$ cat src/sv/mfb_pkg.sv
package mfb_pkg;

    localparam int NODES      = 8;
    localparam int NODE_BITS  = 3;
    localparam int ADDR_BITS  = 2 * NODE_BITS;
    localparam int CAP_BITS   = 16;
    localparam int FLOW_BITS  = 17;
    localparam int RES_BITS   = 18;
    localparam int TOTAL_BITS = 19;

    localparam logic [1:0] OP_WRITE = 2'd0;
    localparam logic [1:0] OP_RUN   = 2'd1;
    localparam logic [1:0] OP_READ  = 2'd2;

    localparam logic KIND_RUN  = 1'b0;
    localparam logic KIND_READ = 1'b1;

    typedef struct packed {
        logic cap_wr;
        logic rd_entry;
        logic run_clr;
        logic bfs_init;
        logic deq;
        logic scan_rd;
        logic scan_ev;
        logic min_rd;
        logic min_ev;
        logic aug_rd;
        logic aug_wr1;
        logic aug_wr2;
        logic out_run;
        logic out_read;
    } mfb_cmd_t;

    typedef struct packed {
        logic q_empty;
        logic deq_is_sink;
        logic scan_last;
        logic walk_at_src;
        logic min_pos;
        logic out_free;
    } mfb_stat_t;

endpackage

$ cat src/sv/mfb_ram.sv
module mfb_ram #(
    parameter int WIDTH = 16,
    parameter int DEPTH = 64
) (
    input  logic                     aclk,
    input  logic                     we,
    input  logic [$clog2(DEPTH)-1:0] waddr,
    input  logic [WIDTH-1:0]         wdata,
    input  logic                     re,
    input  logic [$clog2(DEPTH)-1:0] raddr,
    output logic [WIDTH-1:0]         rdata
);
    logic [WIDTH-1:0] mem [DEPTH];
    logic [WIDTH-1:0] rdata_reg;

    always_ff @(posedge aclk) begin
        if (we) begin
            mem[waddr] <= wdata;
        end
        if (re) begin
            rdata_reg <= mem[raddr];
        end
    end

    assign rdata = rdata_reg;
endmodule

$ cat src/sv/mfb_ctrl.sv
module mfb_ctrl (
    input  logic              aclk,
    input  logic              aresetn,
    input  logic              s_tvalid,
    input  logic [1:0]        opcode,
    output logic              s_tready,
    input  mfb_pkg::mfb_stat_t stat,
    output mfb_pkg::mfb_cmd_t  cmd
);
    import mfb_pkg::*;

    typedef enum logic [12:0] {
        ST_IDLE    = 13'b0000000000001,
        ST_READ    = 13'b0000000000010,
        ST_CLR     = 13'b0000000000100,
        ST_BFS     = 13'b0000000001000,
        ST_DEQ     = 13'b0000000010000,
        ST_SCAN_RD = 13'b0000000100000,
        ST_SCAN_EV = 13'b0000001000000,
        ST_MIN_RD  = 13'b0000010000000,
        ST_MIN_EV  = 13'b0000100000000,
        ST_AUG_RD  = 13'b0001000000000,
        ST_AUG_WR1 = 13'b0010000000000,
        ST_AUG_WR2 = 13'b0100000000000,
        ST_DONE    = 13'b1000000000000
    } state_t;

    state_t state_reg, state_next;
    logic   acc;

    assign s_tready = (state_reg == ST_IDLE);
    assign acc      = s_tvalid && s_tready;

    always_comb begin
        state_next = state_reg;
        cmd        = '0;
        case (state_reg)
            ST_IDLE: begin
                if (acc) begin
                    case (opcode)
                        OP_WRITE: cmd.cap_wr = 1'b1;
                        OP_RUN:   state_next = ST_CLR;
                        OP_READ: begin
                            cmd.rd_entry = 1'b1;
                            state_next   = ST_READ;
                        end
                        default: ;
                    endcase
                end
            end
            ST_READ: begin
                if (stat.out_free) begin
                    cmd.out_read = 1'b1;
                    state_next   = ST_IDLE;
                end
            end
            ST_CLR: begin
                cmd.run_clr = 1'b1;
                state_next  = ST_BFS;
            end
            ST_BFS: begin
                cmd.bfs_init = 1'b1;
                state_next   = ST_DEQ;
            end
            ST_DEQ: begin
                if (stat.q_empty) begin
                    state_next = ST_DONE;
                end else begin
                    cmd.deq    = 1'b1;
                    state_next = stat.deq_is_sink ? ST_MIN_RD : ST_SCAN_RD;
                end
            end
            ST_SCAN_RD: begin
                cmd.scan_rd = 1'b1;
                state_next  = ST_SCAN_EV;
            end
            ST_SCAN_EV: begin
                cmd.scan_ev = 1'b1;
                state_next  = stat.scan_last ? ST_DEQ : ST_SCAN_RD;
            end
            ST_MIN_RD: begin
                cmd.min_rd = 1'b1;
                state_next = ST_MIN_EV;
            end
            ST_MIN_EV: begin
                cmd.min_ev = 1'b1;
                if (stat.walk_at_src) begin
                    state_next = stat.min_pos ? ST_AUG_RD : ST_DONE;
                end else begin
                    state_next = ST_MIN_RD;
                end
            end
            ST_AUG_RD: begin
                cmd.aug_rd = 1'b1;
                state_next = ST_AUG_WR1;
            end
            ST_AUG_WR1: begin
                cmd.aug_wr1 = 1'b1;
                state_next  = ST_AUG_WR2;
            end
            ST_AUG_WR2: begin
                cmd.aug_wr2 = 1'b1;
                state_next  = stat.walk_at_src ? ST_BFS : ST_AUG_RD;
            end
            ST_DONE: begin
                if (stat.out_free) begin
                    cmd.out_run = 1'b1;
                    state_next  = ST_IDLE;
                end
            end
            default: state_next = ST_IDLE;
        endcase
    end

    always_ff @(posedge aclk) begin
        if (!aresetn) begin
            state_reg <= ST_IDLE;
        end else begin
            state_reg <= state_next;
        end
    end
endmodule

$ cat src/sv/mfb_dp.sv
module mfb_dp (
    input  logic                           aclk,
    input  logic                           aresetn,
    input  mfb_pkg::mfb_cmd_t              cmd,
    output mfb_pkg::mfb_stat_t             stat,
    input  logic [mfb_pkg::NODE_BITS-1:0]  node_last,
    input  logic [mfb_pkg::NODE_BITS-1:0]  from_node,
    input  logic [mfb_pkg::NODE_BITS-1:0]  to_node,
    input  logic [mfb_pkg::CAP_BITS-1:0]   capacity,
    input  logic                           m_tready,
    output logic                           m_tvalid,
    output logic                           result_kind,
    output logic [mfb_pkg::TOTAL_BITS-1:0] max_flow,
    output logic [mfb_pkg::FLOW_BITS-1:0]  entry_flow,
    output logic [mfb_pkg::FLOW_BITS-1:0]  entry_residual
);
    import mfb_pkg::*;

    localparam int DEPTH = NODES * NODES;

    logic [DEPTH-1:0]     cap_vld_reg;
    logic [DEPTH-1:0]     flow_vld_reg;
    logic                 cap_vq_reg, flow_vq_reg;
    logic [NODES-1:0]     visited_reg;
    logic [NODE_BITS-1:0] parent_reg [NODES];
    logic [NODE_BITS-1:0] queue_reg [NODES];
    logic [NODE_BITS-1:0] head_reg, tail_reg;
    logic [NODE_BITS-1:0] u_reg, v_reg, w_reg;
    logic signed [RES_BITS-1:0]  min_reg;
    logic signed [FLOW_BITS-1:0] new_flow_reg;
    logic [TOTAL_BITS-1:0] total_reg;

    logic                  m_tvalid_reg;
    logic                  kind_reg;
    logic [TOTAL_BITS-1:0] max_flow_reg;
    logic [FLOW_BITS-1:0]  eflow_reg, eres_reg;

    logic                 cap_we, flow_we, rd_en;
    logic [ADDR_BITS-1:0] cap_waddr, flow_waddr, raddr;
    logic [FLOW_BITS-1:0] flow_wdata;
    logic [CAP_BITS-1:0]  cap_raw, cap_q;
    logic [FLOW_BITS-1:0] flow_raw;
    logic signed [FLOW_BITS-1:0] flow_q;
    logic signed [RES_BITS-1:0]  res_q, min_next;
    logic [NODE_BITS-1:0] par_w;
    logic [TOTAL_BITS:0]  total_sum;

    assign par_w = parent_reg[w_reg];

    // read address shared by both stores
    always_comb begin
        rd_en = cmd.rd_entry | cmd.scan_rd | cmd.min_rd | cmd.aug_rd;
        if (cmd.rd_entry) begin
            raddr = {from_node, to_node};
        end else if (cmd.scan_rd) begin
            raddr = {u_reg, v_reg};
        end else begin
            raddr = {par_w, w_reg};
        end
    end

    assign cap_we     = cmd.cap_wr;
    assign cap_waddr  = {from_node, to_node};
    assign flow_we    = cmd.aug_wr1 | cmd.aug_wr2;
    assign flow_waddr = cmd.aug_wr1 ? {par_w, w_reg} : {w_reg, par_w};
    assign flow_wdata = cmd.aug_wr1 ? (FLOW_BITS'(flow_q) + FLOW_BITS'(min_reg))
                                    : FLOW_BITS'(-new_flow_reg);

    mfb_ram #(.WIDTH(CAP_BITS), .DEPTH(DEPTH)) u_cap_ram (
        .aclk(aclk), .we(cap_we), .waddr(cap_waddr), .wdata(capacity),
        .re(rd_en), .raddr(raddr), .rdata(cap_raw)
    );

    mfb_ram #(.WIDTH(FLOW_BITS), .DEPTH(DEPTH)) u_flow_ram (
        .aclk(aclk), .we(flow_we), .waddr(flow_waddr), .wdata(flow_wdata),
        .re(rd_en), .raddr(raddr), .rdata(flow_raw)
    );

    assign cap_q    = cap_vq_reg ? cap_raw : '0;
    assign flow_q   = flow_vq_reg ? signed'(flow_raw) : '0;
    assign res_q    = signed'({2'b00, cap_q}) - RES_BITS'(flow_q);
    assign min_next = (res_q < min_reg) ? res_q : min_reg;
    assign total_sum = {1'b0, total_reg} + (TOTAL_BITS + 1)'(min_reg[FLOW_BITS-1:0]);

    assign stat.q_empty     = (head_reg == tail_reg);
    assign stat.deq_is_sink = (queue_reg[head_reg] == NODE_BITS'(1));
    assign stat.scan_last   = (v_reg == node_last);
    assign stat.walk_at_src = (par_w == '0);
    assign stat.min_pos     = (min_next > 0);
    assign stat.out_free    = !m_tvalid_reg || m_tready;

    always_ff @(posedge aclk) begin
        if (!aresetn) begin
            cap_vld_reg  <= '0;
            flow_vld_reg <= '0;
            total_reg    <= '0;
            head_reg     <= '0;
            tail_reg     <= '0;
            visited_reg  <= '0;
            m_tvalid_reg <= 1'b0;
        end else begin
            if (cap_we) begin
                cap_vld_reg[cap_waddr] <= 1'b1;
            end
            if (rd_en) begin
                cap_vq_reg  <= cap_vld_reg[raddr];
                flow_vq_reg <= flow_vld_reg[raddr];
            end
            if (cmd.run_clr) begin
                flow_vld_reg <= '0;
                total_reg    <= '0;
            end else if (flow_we) begin
                flow_vld_reg[flow_waddr] <= 1'b1;
            end
            if (cmd.bfs_init) begin
                visited_reg    <= NODES'(1);
                queue_reg[0]   <= '0;
                head_reg       <= '0;
                tail_reg       <= NODE_BITS'(1);
            end
            if (cmd.deq) begin
                u_reg    <= queue_reg[head_reg];
                head_reg <= head_reg + 1'b1;
                v_reg    <= '0;
                w_reg    <= NODE_BITS'(1);
                min_reg  <= {1'b0, {(RES_BITS-1){1'b1}}};
            end
            if (cmd.scan_ev) begin
                v_reg <= v_reg + 1'b1;
                if (res_q != 0 && !visited_reg[v_reg]) begin
                    visited_reg[v_reg] <= 1'b1;
                    parent_reg[v_reg]  <= u_reg;
                    queue_reg[tail_reg] <= v_reg;
                    tail_reg <= tail_reg + 1'b1;
                end
            end
            if (cmd.min_ev) begin
                min_reg <= min_next;
                w_reg   <= stat.walk_at_src ? NODE_BITS'(1) : par_w;
            end
            if (cmd.aug_wr1) begin
                new_flow_reg <= signed'(flow_wdata);
            end
            if (cmd.aug_wr2) begin
                w_reg <= par_w;
                if (stat.walk_at_src) begin
                    total_reg <= total_sum[TOTAL_BITS] ? '1 : total_sum[TOTAL_BITS-1:0];
                end
            end
            if (cmd.out_run || cmd.out_read) begin
                m_tvalid_reg <= 1'b1;
            end else if (m_tready) begin
                m_tvalid_reg <= 1'b0;
            end
        end
    end

    // result payload
    always_ff @(posedge aclk) begin
        if (cmd.out_run) begin
            kind_reg     <= KIND_RUN;
            max_flow_reg <= total_reg;
            eflow_reg    <= '0;
            eres_reg     <= '0;
        end else if (cmd.out_read) begin
            kind_reg     <= KIND_READ;
            max_flow_reg <= '0;
            eflow_reg    <= FLOW_BITS'(flow_q);
            eres_reg     <= res_q[FLOW_BITS-1:0];
        end
    end

    assign m_tvalid       = m_tvalid_reg;
    assign result_kind    = kind_reg;
    assign max_flow       = max_flow_reg;
    assign entry_flow     = eflow_reg;
    assign entry_residual = eres_reg;
endmodule

$ cat src/sv/max_flow_bfs_augment.sv
// channel   | direction | tdata (low bit up)                               | tuser
// s_ stream | in        | from_node, to_node, capacity                     | opcode
// m_ stream | out       | max_flow, entry_flow, entry_residual             | result_kind
// cfg port  | in        | node_count                                       | -
// a capacity write completes in the idle state; an entry read passes through the read state, then the output hand-off
// a run repeats a breadth-first search, each dequeued node scanning all nodes with a read and an
// evaluate state, then a minimum walk and an augment walk (read, two writes) along the path found
// reset clears capacities, flows and the output valid flag, and loads node_count (8), at once
// input is held while a run or read is in progress or its result cannot be stored
module max_flow_bfs_augment (
    input  logic        aclk,
    input  logic        aresetn,
    input  logic        s_tvalid,
    output logic        s_tready,
    input  logic [23:0] s_tdata,   // from_node[2:0], to_node[5:3], capacity[21:6]
    input  logic [1:0]  s_tuser,   // opcode[1:0]
    output logic        m_tvalid,
    input  logic        m_tready,
    output logic [55:0] m_tdata,   // max_flow[18:0], entry_flow[35:19], entry_residual[52:36]
    output logic        m_tuser,   // result_kind[0]
    input  logic        cfg_wr_en,
    input  logic [3:0]  cfg_wr_data
);
    import mfb_pkg::*;

    mfb_cmd_t  cmd;
    mfb_stat_t stat;

    logic [3:0]            node_count_reg;
    logic [NODE_BITS-1:0]  node_last;
    logic [TOTAL_BITS-1:0] max_flow;
    logic [FLOW_BITS-1:0]  entry_flow, entry_residual;

    always_ff @(posedge aclk) begin
        if (!aresetn) begin
            node_count_reg <= 4'd8;
        end else if (cfg_wr_en) begin
            node_count_reg <= cfg_wr_data;
        end
    end

    // clamp node count into 2..NODES, keep last index
    always_comb begin
        if (node_count_reg < 4'd2) begin
            node_last = NODE_BITS'(1);
        end else if (node_count_reg > 4'(NODES)) begin
            node_last = NODE_BITS'(NODES - 1);
        end else begin
            node_last = NODE_BITS'(node_count_reg - 4'd1);
        end
    end

    mfb_ctrl u_ctrl (
        .aclk(aclk), .aresetn(aresetn), .s_tvalid(s_tvalid), .opcode(s_tuser),
        .s_tready(s_tready), .stat(stat), .cmd(cmd)
    );

    mfb_dp u_dp (
        .aclk(aclk), .aresetn(aresetn), .cmd(cmd), .stat(stat),
        .node_last(node_last), .from_node(s_tdata[2:0]), .to_node(s_tdata[5:3]),
        .capacity(s_tdata[21:6]), .m_tready(m_tready), .m_tvalid(m_tvalid),
        .result_kind(m_tuser), .max_flow(max_flow), .entry_flow(entry_flow),
        .entry_residual(entry_residual)
    );

    assign m_tdata = {3'b000, entry_residual, entry_flow, max_flow};
endmodule

$ cat config.mk
export PLATFORM = sky130hd
export DESIGN_NAME = max_flow_bfs_augment
export DESIGN_NICKNAME = d
export VERILOG_FILES = /design/src/sv/mfb_pkg.sv /design/src/sv/mfb_ram.sv /design/src/sv/mfb_ctrl.sv /design/src/sv/mfb_dp.sv /design/src/sv/max_flow_bfs_augment.sv
export SDC_FILE = /design/constraint.sdc
export NUM_CORES = 2
export LEC_CHECK = 0
export ABC_AREA = 1
export BUFFER_PORTS_ARGS = -buffer_cell sky130_fd_sc_hd__buf_2
export CAP_MARGIN = 5
export CORE_ASPECT_RATIO = 0.7
export CORE_MARGIN = 2
export CORE_UTILIZATION = 34
export DETAILED_ROUTE_END_ITERATION = 8
export PLACE_DENSITY = 0.53
export SLEW_MARGIN = 20
export SYNTH_ARGS = -nofsm -noshare
export SYNTH_HDL_FRONTEND = slang
export SYNTH_SLANG_ARGS = --single-unit
$ cat constraint.sdc
create_clock -name aclk -period 11.1 [get_ports aclk]
set_input_delay 1.665 -clock aclk [delete_from_list [all_inputs] [get_ports aclk]]
set_output_delay 1.665 -clock aclk [all_outputs]
set_load 0.02 [all_outputs]
==> results.toml <==
[routing]
drcViolationCount = 0
via_per_inst = 5.26
wl_per_cell_um = 22.7
first_pass_iters = 6
routed_wirelength_um = 295000
dr_total_vias = 68300
drt-initial-drc-count = 7951
antenna_left = 0

[critical_path]
arrival_ps = 6440
startpoint = "s_tuser[0]"
worstSetupPathType = "in -> reg"
crit_buf_inv = 6
critPathRequiredTime_ps = 11690
crit_path_top_delay_cell = "buf_4"
crit_path_end_kind = "register"
r2r-start = "u_dp.flow_vq_reg$_DFFE_PP_"
cpPeakStageDelay_ps = 740
path_max_fanout = 112
cp_cell_sequence = "buf_2, inv_1, ha_1, nand3_4, inv_2, nor2_1, a21oi_4, buf_12, buf_4, buf_4, o211ai_1, nand3_1, nand3_1, nand3_1, nand2_1"
crit_path_frequent_cell = "nand3_1"
crit_family = "buffers and inverters"
start_kind = "primary input"

[floorplanning]
die_w_um = 661
core_area_um2 = 300000
io_pins = 94
die_y_um = 464
rows = 168
die_area_um2 = 306000
initial_core_util_pct = 34.2

[clock_network]
clock-sinks = 2478
cts_setup_buffers = 0
htreeDepth = 4
cts_tree = "done"
cts_buffers = 232
cts_resized = 0
cts.hold.buffers_added = 0
clock_latency_ps = 910
clkTransAtPathRegs_ps = 70
ctsLongestPathBuffers = 4
clock-root-buffer = "clkbuf_16"

[layout]
regArea_um2 = 72200
nFillCells = 28700
multi_input_area_um2 = 26000
regMostFlops = "u_dp.u_flow_ram.mem"
largest_reg_flops = 1088
drive_gt1_share_pct = 7.68
top_regs = "u_dp.u_flow_ram.mem x1088, u_dp.u_cap_ram.mem x1024"
stdcell_count = 13000
syn2layout_area_growth_pct = 11.9
final_cell_mix = "edfxtp_1, nor2_1, o21ai_0"
final_common_cell = "edfxtp_1"
final_nets = 8893

[timing]
slew_headroom_pct = 21.2
hold_slack_ps = 457
setup_slack_ps = 5250
rsz0062_at_grt = "false"
setup_viol = 0
maxSlewViolCount = 0
setup_tns_ps = 0
fin_skew_ps = 84.8
fin_crit_ps = 5850
tightest_slew_ps = 1170
hold_viol_final = 0
period_share_pct = 52.7
fmax_mhz = 171

[pwr]
powerDensity_nw_per_um2 = 179
irDropWorstVdd_uv = 123
p_leak_nw = 38.9

[yosys]
yosys_warnings = 0
yosysSeqAreaShare_pct = 70.4
synth_edf_count = 2258
yosysUniqueCellTypes = 55
synth_seq_cells = 2478
syn_area_um2 = 103000
synth.top_cell.area_share_pct = 66.1
ys_top_cells_by_area = "edfxtp_1, nor2_1, o21ai_0"
avgSynthCellArea_um2 = 11.6
synth-async-reset-ratio_pct = 0
synth_ff_type = "edfxtp_1"
yosys.area.top_type = "edfxtp_1"
syn_inst = 8818

[global_route]
grt_start_max_net_pins = 218
grt_pass1_vias = 62300
met3_usage_pct = 3.83
grt_pass1_wl_um = 428000
gr-usage-met1_pct = 29.4
gr-max-usage-layer = "met1"
gr-usage-all-layers_pct = 18.7
antenna_found_initial = 16
grt_util_met2_pct = 26.1
overflow = 0

[placement]
place.gp.congestion = 0.851
dp_cells = 12500
dp_slack_ps = 4440
dpl.hpwl_um = 167000
port_buffers = 88

[worst_hold_path]
min_from = "u_dp.visited_reg[3]$_SDFF_PN0_"
hp-class = "reg -> reg"

[flow_run]
maxCapViolCount = 0

[run_status]
outcome = "complete, no violations"
## worst paths after layout
check,to,slack [ps],cells after the start
hold reg to reg,u_dp.visited_reg[3]$_SDFF_PN0_,460,2
setup reg to reg,u_ctrl.state_reg[12]$_SDFFE_PN0P_,5290,30
setup / recovery,u_dp.u_cap_ram.rdata[10]$_DFFE_PN_,5250,15
hold / removal,u_dp.visited_reg[3]$_SDFF_PN0_,460,2
## per-layer routing
layer  share of wire [%]  vias to the layer above
li1                    -                    31600
met1                  48                    33900
met2                  41                     2416
met3                 8.7                      368
met4                 2.0                        2
met5              0.0058                        -
## cell usage after synthesis, types with 4 or more instances
master       n
edfxtp_1  2258
o21ai_1    363
inv_1      573
nand2_1    629
mux2i_1      4
o21ai_0    882
o21bai_1    11
inv_2        6
xor2_1      27
buf_6       26
buf_1       51
dfxtp_1    220
buf_4       16
nor2_1    1560
a21boi_0     5
or2_2        8
ha_1        71
o22ai_1     74
a21oi_1    378
o32ai_1      7
buf_2      185
nor3_1      30
xnor2_1     13
a31oi_1      4
o211ai_1   483
nand4_1     18
nand3_1    601
clkbuf_1   265
nor4_1       8
## power breakdown
part / switching [W] / internal (W)
clock: 0.00350 / 0.00437
sequential: 0.0000469 / 0.0102
combinational: 0.00180 / 0.000608
## logic make-up (layout without fill, tap and decap cells)
kind of cell,Yosys count,count (layout),synth area share (%)
flip-flops,2478,2478,70.4
other,1,8,0.00366
AND/OR/NAND/NOR,2870,2870,11.4
adder cells (fa/ha/maj),74,74,0.925
AO/OA/AOI/OAI,2225,2225,12.3
multiplexers,4,4,0.0390
buffers and inverters,1126,1280,4.60
XOR/XNOR,40,40,0.342
## worst register-to-register path: cells and delay by family (launching register included)
family                     cells  cell delay [ps]
buffers and inverters          2              160
DFF                            1              660
and+or+nand+nor               25             3470
xor gates and xnor gates       1              540
adders and majority gates      2              900
## layout make-up
cell class	instances	share of cell area, %
antenna	5	0.0109
timing repair buffer	273	1.72
tap	3995	4.35
inverter	583	1.93
clock inverter	112	0.839
sequential	2478	62.9
multi-input combinational	5216	22.7
clock buffer	312	5.57
## through the flow
stage	util [%]	power, W	cell area, um^2
global placement	35.8	0.0128	107000
global route	38.3	0.0212	115000
CTS	38.3	0.0206	115000
finish	38.3	0.0205	115000
detailed placement	35.8	0.0128	107000
floorplan	-	0.0119	103000
Note: power is estimated with default switching activity, not from simulation.
